$ cat src/design/ildf_pkg.sv
package ildf_pkg;

  // Block configuration.
  localparam int AVG_TAPS     = 5;
  localparam int SAMPLE_BITS  = 12;
  localparam int TABLE_POINTS = 11;

  // Breakpoint table.
  localparam int LUT_SIZE = 11;
  localparam int LUT_USED = (TABLE_POINTS < LUT_SIZE) ?
                            ((TABLE_POINTS < 2) ? 2 : TABLE_POINTS) : LUT_SIZE;
  localparam int SEG_W    = (LUT_USED > 2) ? $clog2(LUT_USED - 1) : 1;

  // Datapath widths.
  localparam int CODE_W      = 12;
  localparam int DIST_W      = 11;
  localparam int DX_W        = 9;   // the widest segment spans 497 codes
  localparam int DELTA_W     = 9;
  localparam int NUM_W       = 18;  // dx * delta + span / 2 stays below 2**18
  localparam int DOWN_SHIFT  = (SAMPLE_BITS > CODE_W) ? SAMPLE_BITS - CODE_W : 0;
  localparam int UP_SHIFT    = (SAMPLE_BITS < CODE_W) ? CODE_W - SAMPLE_BITS : 0;

  // Division by a segment span is a multiply by a rounded-up reciprocal.
  // With a numerator below 2**18 and spans below 2**9 the quotient is exact.
  localparam int RECIP_S   = 27;
  localparam int RECIP_W   = 21;
  localparam int RECIP_ONE = 1 << RECIP_S;

  // Window and averaging.
  localparam int POS_W       = (AVG_TAPS > 1) ? $clog2(AVG_TAPS) : 1;
  localparam int SUM_W       = DIST_W + $clog2(AVG_TAPS);
  localparam int AVG_S       = SUM_W + $clog2(AVG_TAPS);
  localparam int AVG_RECIP_W = AVG_S + 1;
  localparam int AVG_ONE     = 1 << AVG_S;
  localparam int AVG_RECIP   = (AVG_ONE + AVG_TAPS - 1) / AVG_TAPS;

  // Ports.
  localparam int S_TDATA_W  = 16;
  localparam int M_TDATA_W  = 16;
  localparam int CFG_ADDR_W = 1;
  localparam int CFG_DATA_W = 11;

  localparam logic [CFG_DATA_W-1:0] NEAR_RESET = 11'd288;
  localparam logic [CFG_DATA_W-1:0] FAR_RESET  = 11'd352;

  typedef enum logic [CFG_ADDR_W-1:0] {
    CFG_NEAR = 1'b0,
    CFG_FAR  = 1'b1
  } cfg_reg_e;

  localparam logic [CODE_W-1:0] LUT_CODE [LUT_SIZE] = '{
    12'd434, 12'd559, 12'd683, 12'd869, 12'd1117, 12'd1365,
    12'd1676, 12'd2048, 12'd2482, 12'd2979, 12'd3413
  };

  localparam logic [DIST_W-1:0] LUT_DIST [LUT_SIZE] = '{
    11'd1280, 11'd800, 11'd560, 11'd400, 11'd288, 11'd224,
    11'd176, 11'd136, 11'd112, 11'd88, 11'd64
  };

  // Per segment: distance drop across the segment, half span, reciprocal.
  localparam logic [DELTA_W-1:0] SEG_DELTA [LUT_SIZE-1] = '{
    9'd480, 9'd240, 9'd160, 9'd112, 9'd64, 9'd48, 9'd40, 9'd24, 9'd24, 9'd24
  };

  localparam logic [DX_W-1:0] SEG_HALF [LUT_SIZE-1] = '{
    9'd62, 9'd62, 9'd93, 9'd124, 9'd124, 9'd155, 9'd186, 9'd217, 9'd248, 9'd217
  };

  localparam logic [RECIP_W-1:0] SEG_RECIP [LUT_SIZE-1] = '{
    RECIP_W'((RECIP_ONE + 124) / 125),
    RECIP_W'((RECIP_ONE + 123) / 124),
    RECIP_W'((RECIP_ONE + 185) / 186),
    RECIP_W'((RECIP_ONE + 247) / 248),
    RECIP_W'((RECIP_ONE + 247) / 248),
    RECIP_W'((RECIP_ONE + 310) / 311),
    RECIP_W'((RECIP_ONE + 371) / 372),
    RECIP_W'((RECIP_ONE + 433) / 434),
    RECIP_W'((RECIP_ONE + 496) / 497),
    RECIP_W'((RECIP_ONE + 433) / 434)
  };

endpackage

$ cat src/design/ildf_interp.sv
module ildf_interp (
  input  logic                             clk_i,
  input  logic                             rst_ni,
  input  logic                             in_valid_i,
  output logic                             in_ready_o,
  input  logic [ildf_pkg::SAMPLE_BITS-1:0] sample_i,
  output logic                             out_valid_o,
  input  logic                             out_ready_i,
  output logic [ildf_pkg::DIST_W-1:0]      dist_o
);
  import ildf_pkg::*;

  logic                   smp_vld_q, seg_vld_q, dist_vld_q;
  logic                   smp_rdy, seg_rdy, dist_rdy;
  logic [SAMPLE_BITS-1:0] sample_q;
  logic [CODE_W-1:0]      code;
  logic [CODE_W-1:0]      dx_full;
  logic [DX_W-1:0]        dx;
  logic [SEG_W-1:0]       seg_d, seg_q;
  logic [NUM_W-1:0]       num_d, num_q;
  logic [DIST_W-1:0]      base_d, base_q;
  logic [NUM_W+RECIP_W-1:0] prod;
  logic [DIST_W-1:0]      dist_d, dist_q;

  // Each stage takes a new item when it is empty or its item moves on.
  assign dist_rdy   = !dist_vld_q || out_ready_i;
  assign seg_rdy    = !seg_vld_q || dist_rdy;
  assign smp_rdy    = !smp_vld_q || seg_rdy;
  assign in_ready_o = smp_rdy;

  assign code = CODE_W'((32'(sample_q) >> DOWN_SHIFT) << UP_SHIFT);

  // Segment search: the last breakpoint at or below the code.
  always_comb begin
    seg_d = '0;
    for (int i = 1; i < LUT_USED - 1; i++) begin
      if (code >= LUT_CODE[i]) begin
        seg_d = SEG_W'(i);
      end
    end
  end

  assign dx_full = code - LUT_CODE[seg_d];
  assign dx      = dx_full[DX_W-1:0];

  always_comb begin
    if (code <= LUT_CODE[0]) begin
      num_d  = '0;
      base_d = LUT_DIST[0];
    end else if (code >= LUT_CODE[LUT_USED-1]) begin
      num_d  = '0;
      base_d = LUT_DIST[LUT_USED-1];
    end else begin
      num_d  = NUM_W'(dx) * NUM_W'(SEG_DELTA[seg_d]) + NUM_W'(SEG_HALF[seg_d]);
      base_d = LUT_DIST[seg_d];
    end
  end

  // The table falls monotonically, so the rounded share is always a drop.
  assign prod   = (NUM_W+RECIP_W)'(num_q) * (NUM_W+RECIP_W)'(SEG_RECIP[seg_q]);
  assign dist_d = base_q - prod[RECIP_S +: DIST_W];

  always_ff @(posedge clk_i or negedge rst_ni) begin
    if (!rst_ni) begin
      smp_vld_q  <= 1'b0;
      seg_vld_q  <= 1'b0;
      dist_vld_q <= 1'b0;
    end else begin
      if (smp_rdy) begin
        smp_vld_q <= in_valid_i;
      end
      if (seg_rdy) begin
        seg_vld_q <= smp_vld_q;
      end
      if (dist_rdy) begin
        dist_vld_q <= seg_vld_q;
      end
    end
  end

  always_ff @(posedge clk_i) begin
    if (in_valid_i && smp_rdy) begin
      sample_q <= sample_i;
    end
    if (smp_vld_q && seg_rdy) begin
      seg_q  <= seg_d;
      num_q  <= num_d;
      base_q <= base_d;
    end
    if (seg_vld_q && dist_rdy) begin
      dist_q <= dist_d;
    end
  end

  assign out_valid_o = dist_vld_q;
  assign dist_o      = dist_q;

  a_dist_in_table_range: assert property (@(posedge clk_i) disable iff (!rst_ni)
    dist_vld_q |-> (dist_q <= LUT_DIST[0]) && (dist_q >= LUT_DIST[LUT_USED-1]))
    else $error("interpolated distance outside the table range");

  a_stage_holds_on_stall: assert property (@(posedge clk_i) disable iff (!rst_ni)
    (dist_vld_q && !out_ready_i) |=> dist_vld_q && $stable(dist_q))
    else $error("distance stage lost its item while stalled");

endmodule

$ cat src/design/ildf_window.sv
module ildf_window (
  input  logic                        clk_i,
  input  logic                        rst_ni,
  input  logic                        in_valid_i,
  output logic                        in_ready_o,
  input  logic [ildf_pkg::DIST_W-1:0] dist_i,
  output logic                        out_valid_o,
  input  logic                        out_ready_i,
  output logic [ildf_pkg::SUM_W-1:0]  sum_o
);
  import ildf_pkg::*;

  logic [DIST_W-1:0] window_q [AVG_TAPS];
  logic [POS_W-1:0]  pos_q, pos_d;
  logic [SUM_W-1:0]  sum_q, sum_d;
  logic [SUM_W-1:0]  check_sum;
  logic              vld_q;
  logic              load;

  assign in_ready_o = !vld_q || out_ready_i;
  assign load       = in_valid_i && in_ready_o;

  // Running sum: drop the oldest entry, add the new distance.
  assign sum_d = sum_q - SUM_W'(window_q[pos_q]) + SUM_W'(dist_i);
  assign pos_d = (pos_q == POS_W'(AVG_TAPS - 1)) ? '0 : pos_q + POS_W'(1);

  always_ff @(posedge clk_i or negedge rst_ni) begin
    if (!rst_ni) begin
      for (int i = 0; i < AVG_TAPS; i++) begin
        window_q[i] <= '0;
      end
      pos_q <= '0;
      sum_q <= '0;
      vld_q <= 1'b0;
    end else begin
      if (load) begin
        window_q[pos_q] <= dist_i;
        pos_q           <= pos_d;
        sum_q           <= sum_d;
      end
      if (in_ready_o) begin
        vld_q <= in_valid_i;
      end
    end
  end

  assign out_valid_o = vld_q;
  assign sum_o       = sum_q;

  always_comb begin
    check_sum = '0;
    for (int i = 0; i < AVG_TAPS; i++) begin
      check_sum = check_sum + SUM_W'(window_q[i]);
    end
  end

  a_sum_matches_window: assert property (@(posedge clk_i) disable iff (!rst_ni)
    sum_q == check_sum)
    else $error("running sum differs from the window contents");

  a_pos_in_range: assert property (@(posedge clk_i) disable iff (!rst_ni)
    pos_q <= POS_W'(AVG_TAPS - 1))
    else $error("write position beyond the window");

endmodule

$ cat src/design/ildf_detect.sv
module ildf_detect (
  input  logic                            clk_i,
  input  logic                            rst_ni,
  input  logic                            cfg_we_i,
  input  logic [ildf_pkg::CFG_ADDR_W-1:0] cfg_addr_i,
  input  logic [ildf_pkg::CFG_DATA_W-1:0] cfg_wdata_i,
  input  logic                            in_valid_i,
  output logic                            in_ready_o,
  input  logic [ildf_pkg::SUM_W-1:0]      sum_i,
  output logic                            out_valid_o,
  input  logic                            out_ready_i,
  output logic [ildf_pkg::DIST_W-1:0]     avg_o,
  output logic                            detected_o
);
  import ildf_pkg::*;

  logic [CFG_DATA_W-1:0]        near_q, far_q;
  logic [SUM_W+AVG_RECIP_W-1:0] prod;
  logic [DIST_W-1:0]            avg_d, avg_q;
  logic                         presence_d, presence_q;
  logic                         vld_q;
  logic                         load;

  assign in_ready_o = !vld_q || out_ready_i;
  assign load       = in_valid_i && in_ready_o;

  // Division by the tap count as a multiply by its rounded-up reciprocal.
  assign prod  = (SUM_W+AVG_RECIP_W)'(sum_i) * (SUM_W+AVG_RECIP_W)'(AVG_RECIP);
  assign avg_d = prod[AVG_S +: DIST_W];

  // Hysteresis: the clear test is applied last, so it wins.
  always_comb begin
    presence_d = presence_q;
    if (avg_d < near_q) begin
      presence_d = 1'b1;
    end
    if (avg_d > far_q) begin
      presence_d = 1'b0;
    end
  end

  always_ff @(posedge clk_i or negedge rst_ni) begin
    if (!rst_ni) begin
      near_q     <= NEAR_RESET;
      far_q      <= FAR_RESET;
      presence_q <= 1'b0;
      vld_q      <= 1'b0;
    end else begin
      if (cfg_we_i) begin
        unique case (cfg_reg_e'(cfg_addr_i))
          CFG_NEAR: near_q <= cfg_wdata_i;
          CFG_FAR:  far_q  <= cfg_wdata_i;
        endcase
      end
      if (load) begin
        presence_q <= presence_d;
      end
      if (in_ready_o) begin
        vld_q <= in_valid_i;
      end
    end
  end

  always_ff @(posedge clk_i) begin
    if (load) begin
      avg_q <= avg_d;
    end
  end

  assign out_valid_o = vld_q;
  assign avg_o       = avg_q;
  assign detected_o  = presence_q;

  a_far_clears: assert property (@(posedge clk_i) disable iff (!rst_ni)
    (load && (avg_d > far_q)) |=> !presence_q)
    else $error("presence not cleared above the far threshold");

  a_near_sets: assert property (@(posedge clk_i) disable iff (!rst_ni)
    (load && (avg_d < near_q) && (avg_d <= far_q)) |=> presence_q)
    else $error("presence not set below the near threshold");

endmodule

$ cat src/design/ir_distance_lut_filter_core.sv
// Channel   Direction  Handshake                        Payload
// s_axis    in         s_axis_tvalid_i/s_axis_tready_o  one converter sample per item
// m_axis    out        m_axis_tvalid_o/m_axis_tready_i  averaged distance and presence flag
// cfg       in         cfg_we_i, no back-pressure       threshold writes by register index
//
// An item passes five registers on its way out after it is accepted: input register, segment
// and numerator register, distance register, window sum register, result register.
// One item is accepted every cycle while the output side takes results.
// Empty stages close up under a stall, so s_axis_tready_o falls only once all five
// stages hold items and m_axis_tready_i is low.
// Reset clears the window, its sum and position, and the presence flag, and loads
// the near and far thresholds with 18.0 cm and 22.0 cm.
module ir_distance_lut_filter_core (
  input  logic                            clk_i,
  input  logic                            rst_ni,
  // Configuration: index 0 is near_threshold, index 1 is far_threshold.
  input  logic                            cfg_we_i,
  input  logic [ildf_pkg::CFG_ADDR_W-1:0] cfg_addr_i,
  input  logic [ildf_pkg::CFG_DATA_W-1:0] cfg_wdata_i,
  // Input stream.
  input  logic                            s_axis_tvalid_i,
  output logic                            s_axis_tready_o,
  input  logic [ildf_pkg::S_TDATA_W-1:0]  s_axis_tdata_i,  // [11:0] adc_sample
  // Output stream.
  output logic                            m_axis_tvalid_o,
  input  logic                            m_axis_tready_i,
  output logic [ildf_pkg::M_TDATA_W-1:0]  m_axis_tdata_o   // [10:0] avg_distance, [11] detected
);
  import ildf_pkg::*;

  // Between the stages, each item carries its own valid and ready.
  logic              dist_valid, dist_ready;
  logic [DIST_W-1:0] interp_dist;
  logic              sum_valid, sum_ready;
  logic [SUM_W-1:0]  sum;
  logic [DIST_W-1:0] avg_distance;
  logic              detected;

  // Interpolation: input register, segment lookup with the numerator product,
  // then the reciprocal multiply that divides by the segment span.
  ildf_interp u_interp (
    .clk_i       (clk_i),
    .rst_ni      (rst_ni),
    .in_valid_i  (s_axis_tvalid_i),
    .in_ready_o  (s_axis_tready_o),
    .sample_i    (s_axis_tdata_i[SAMPLE_BITS-1:0]),
    .out_valid_o (dist_valid),
    .out_ready_i (dist_ready),
    .dist_o      (interp_dist)
  );

  // Ring window with a running sum; the state advances once per item.
  ildf_window u_window (
    .clk_i       (clk_i),
    .rst_ni      (rst_ni),
    .in_valid_i  (dist_valid),
    .in_ready_o  (dist_ready),
    .dist_i      (interp_dist),
    .out_valid_o (sum_valid),
    .out_ready_i (sum_ready),
    .sum_o       (sum)
  );

  // Average, hysteresis flag, thresholds and the result register.
  ildf_detect u_detect (
    .clk_i       (clk_i),
    .rst_ni      (rst_ni),
    .cfg_we_i    (cfg_we_i),
    .cfg_addr_i  (cfg_addr_i),
    .cfg_wdata_i (cfg_wdata_i),
    .in_valid_i  (sum_valid),
    .in_ready_o  (sum_ready),
    .sum_i       (sum),
    .out_valid_o (m_axis_tvalid_o),
    .out_ready_i (m_axis_tready_i),
    .avg_o       (avg_distance),
    .detected_o  (detected)
  );

  assign m_axis_tdata_o = M_TDATA_W'({detected, avg_distance});

endmodule
$ cat config.mk
export PLATFORM = sky130hd
export DESIGN_NAME = ir_distance_lut_filter_core
export DESIGN_NICKNAME = d
export VERILOG_FILES = /design/src/design/ildf_pkg.sv /design/src/design/ildf_interp.sv /design/src/design/ildf_window.sv /design/src/design/ildf_detect.sv /design/src/design/ir_distance_lut_filter_core.sv
export SDC_FILE = /design/constraint.sdc
export NUM_CORES = 1
export LEC_CHECK = 0
export ABC_AREA = 1
export BUFFER_PORTS_ARGS = -buffer_cell sky130_fd_sc_hd__buf_2
export CAP_MARGIN = 20
export CORE_ASPECT_RATIO = 0.7
export CORE_UTILIZATION = 60
export CTS_BUF_LIST = sky130_fd_sc_hd__clkbuf_4 sky130_fd_sc_hd__clkbuf_8
export CTS_CLUSTER_SIZE = 30
export DETAILED_ROUTE_END_ITERATION = 10
export PLACE_DENSITY = 0.83
export SYNTH_ARGS = -nofsm -noshare
export SYNTH_HDL_FRONTEND = slang
export SYNTH_SLANG_ARGS = --single-unit
$ cat constraint.sdc
create_clock -name clk_i -period 17.15 [get_ports clk_i]
set_input_delay 1.715 -clock clk_i [delete_from_list [all_inputs] [get_ports clk_i]]
set_output_delay 1.715 -clock clk_i [all_outputs]
set_load 0.03 [all_outputs]
==> reports/metrics.yaml <==
grt_pass1_wl_mm: 104.6
avgSynthCellArea_sq_um: 8.292
cp_top_family: "adder cells"
finClkSkew_ns: 0.03075
synth_edf_count: 64
finalSetupTns_ns: 0
start_kind: "register"
synthTopCellsByArea: "fa_1 (31%), ha_1 (15%), inv_1 (11%), nand2_1 (9.6%), dfrtp_1 (9.0%)"
synth_seq_area_share_pct: 16.84
routed_wl_mm: 62.38
hold_viol_final: 0
layout.cells.non_filler: 3767
cts-root-buf: "clkbuf_8"
crit_type: "register to register"
syn-cell-area_sq_um: 26300
crit_end: "u_interp.dist_o[9]"
reg2reg_to: "u_interp.dist_o[9]"
synth_ff_type: "dfrtp_1"
fin_area_sq_um: 27510
die_w_um: 252.3
detail-route-antenna-nets: 0
finalMaxSlewViolations: 0
crit_top_cell: "nand2_1"
fp-row-count: 63
max_slew_margin_pct: 22.24
async_flop_share_pct: 60.98
grt_pass1_vias: 20940
hpwl_mm: 50.29
yosys-top-cells-count: "inv_1 (752), nand2_1 (672), fa_1 (405)"
synth_top_area_share_pct: 30.82
ys_ff_latch: 164
cts_resized: 0
dpl.cell_count: 3734
outcome: "finished clean"
max_clock_freq_ghz: 0.1012
postCtsHoldBufs: 0
rsz0062_at_grt: "no"
cp_max_fo: 18
post_drt_wl_per_cell_um: 16.56
place_area_sq_um: 27030
worst-slew-pin-transition_ns: 1.166
fin_crit_sh_pct: 57.63
crit_arrival_ns: 10.15
synth_top_area_cell: "fa_1"
max_stage_delay_ns: 0.78
setup_viol: 0
worst_setup_path_end_kind: "register"
die-area_sq_um: 44690
yosysMostFrequentCell: "inv_1"
fillCellCount: 3497
rr_worst_depth: 41
slowest_stage: "nor2_2"
vias_per_cell: 5.477
min_period_ns: 9.883
cts_tree: "built"
reg2reg_setup_slack_ns: 7.27
path_buf_inv: 10
clkTransAtPathRegs_ns: 0.12
cp.required_ns: 17.41
synth_cell_types: 55
drive_gt1_share_pct: 5.123
die_h_um: 177.2
grt_overflow: 0
seq_area_sq_um: 4431
worstSkewPairLatency_ns: 0.54
coreArea_sq_um: 42800
multi_input_area_sq_um: 18640
cts_made_buffers: 17
h-tree-depth: 4
cts-root-to-sink-buffers: 2
grt_max_degree: 79
initial_utilization_pct: 61.45
holdWs_ns: 0.4897
grt.total_usage_pct: 29.93
clock_sinks: 164
cts_setup_buffers: 0
hold_class: "register to register"
gp_congestion: 0.9768
area_delta_synth_final_pct: 4.571
drtIter0Drc: 2164
ys_warn_count: 0
vias: 20630
io-pin-count: 51
drc: 0
drv_cap: 0
synthCells: 3172
crit_cells: 41
antenna_found_initial: 0
fin_nets: 3919
drt_first_pass_iters: 8
r2r_start: "u_interp.seg_q[1]"
num_antenna_cells: 0
portBuffers: 42
critPathLaunch: "u_interp.seg_q[1]"
## sequential cells by signal, indices dropped and copies added, names as in the netlist, 3 cells and up
register           count
u_interp.code         12
u_window.window_q     55
u_interp.base_q        8
u_interp.num_q        18
u_window.sum_o        14
u_interp.dist_o       11
u_detect.near_q       11
u_interp.seg_q         4
u_detect.avg_o        11
u_detect.far_q        11
u_window.pos_q         3
## stage by stage
stage / setup WS (ns) / util [%]
after floorplan: 9.687 / -
after CTS: 7.580 / 64.24
final: 7.267 / 64.26
after global placement: 7.799 / 63.14
after global routing: 6.875 / 64.26
after detailed placement: 7.679 / 63.14
## placed cells by master, fill, tap and decap left out, drive strengths merged, types with 4 or more instances in the layout
master / Yosys / routed
inv: 769 / 775
nand2: 687 / 687
fa: 405 / 405
ha: 312 / 312
nor2: 247 / 247
o21ai: 150 / 150
a21oi: 126 / 126
dfrtp: 95 / 95
edfxtp: 64 / 64
nand3: 57 / 57
buf: 18 / 55
xor2: 24 / 24
xnor2: 22 / 22
nor3: 21 / 21
clkbuf: 62 / 19
o211ai: 17 / 17
nand4: 17 / 17
a31oi: 13 / 13
o21bai: 12 / 12
a21o: 11 / 11
clkinv: 6 / 8
o21a: 6 / 6
bufinv: 0 / 5
dfstp: 5 / 5
conb: 1 / 4
or2: 4 / 4
## layout make-up
| cell class | instances | share of cell area [%] |
|---|---|---|
| Sequential cell | 164 | 16.11 |
| Clock buffer | 19 | 0.9280 |
| Timing Repair Buffer | 55 | 1.128 |
| Tap cell | 585 | 2.661 |
| Inverter | 775 | 10.60 |
| Clock inverter | 13 | 0.7870 |
| Multi-Input combinational cell | 2156 | 67.78 |
## per-layer routing
layer | routed length (um) | vias up | GRT usage, %
met5 | 0 | - | 0
met4 | 1276 | 0 | 7.753
met3 | 7511 | 119 | 8.353
met2 | 26280 | 1049 | 44.75
met1 | 27320 | 9863 | 42.93
li1 | - | 9599 | -
## how the worst min path moves through the flow
stage          slack (ns)              endpoint                  from  cells past startpoint
2_1_floorplan        0.43    u_interp.seg_vld_q    u_interp.smp_vld_q                      2
3_3_place_gp         0.44  u_detect.out_valid_o  u_window.out_valid_o                      2
3_5_place_dp         0.46  u_interp.out_valid_o    u_interp.seg_vld_q                      2
4_1_cts              0.49  u_interp.out_valid_o    u_interp.seg_vld_q                      2
5_1_grt              0.52  u_window.window_q[7]  u_window.window_q[7]                      2
6_report             0.49  u_interp.out_valid_o    u_interp.seg_vld_q                      2
## kinds of logic (layout without fill, tap and decap cells)
kind of cell,count (synthesis),count (layout),share of synthesized area (%)
simple gates,1037,1037,15.95
buf+inv,855,862,12.40
fa+ha+maj,717,717,45.67
compound gates,352,352,7.597
flops,164,164,16.84
xor+xnor,46,46,1.532
other cells,1,4,0.01426
## worst reg2reg max path, delay by kind of cell (launching register included)
kind / cells / cell delay (ns)
fa+ha+maj: 9 / 3.95
simple gates: 14 / 2.29
compound gates: 7 / 1.36
buf+inv: 10 / 1.24
flops: 1 / 0.51
xor+xnor: 1 / 0.21
Power is not shown: default switching activity piles up to over one toggle a cycle in this logic, so the estimate is an artifact.
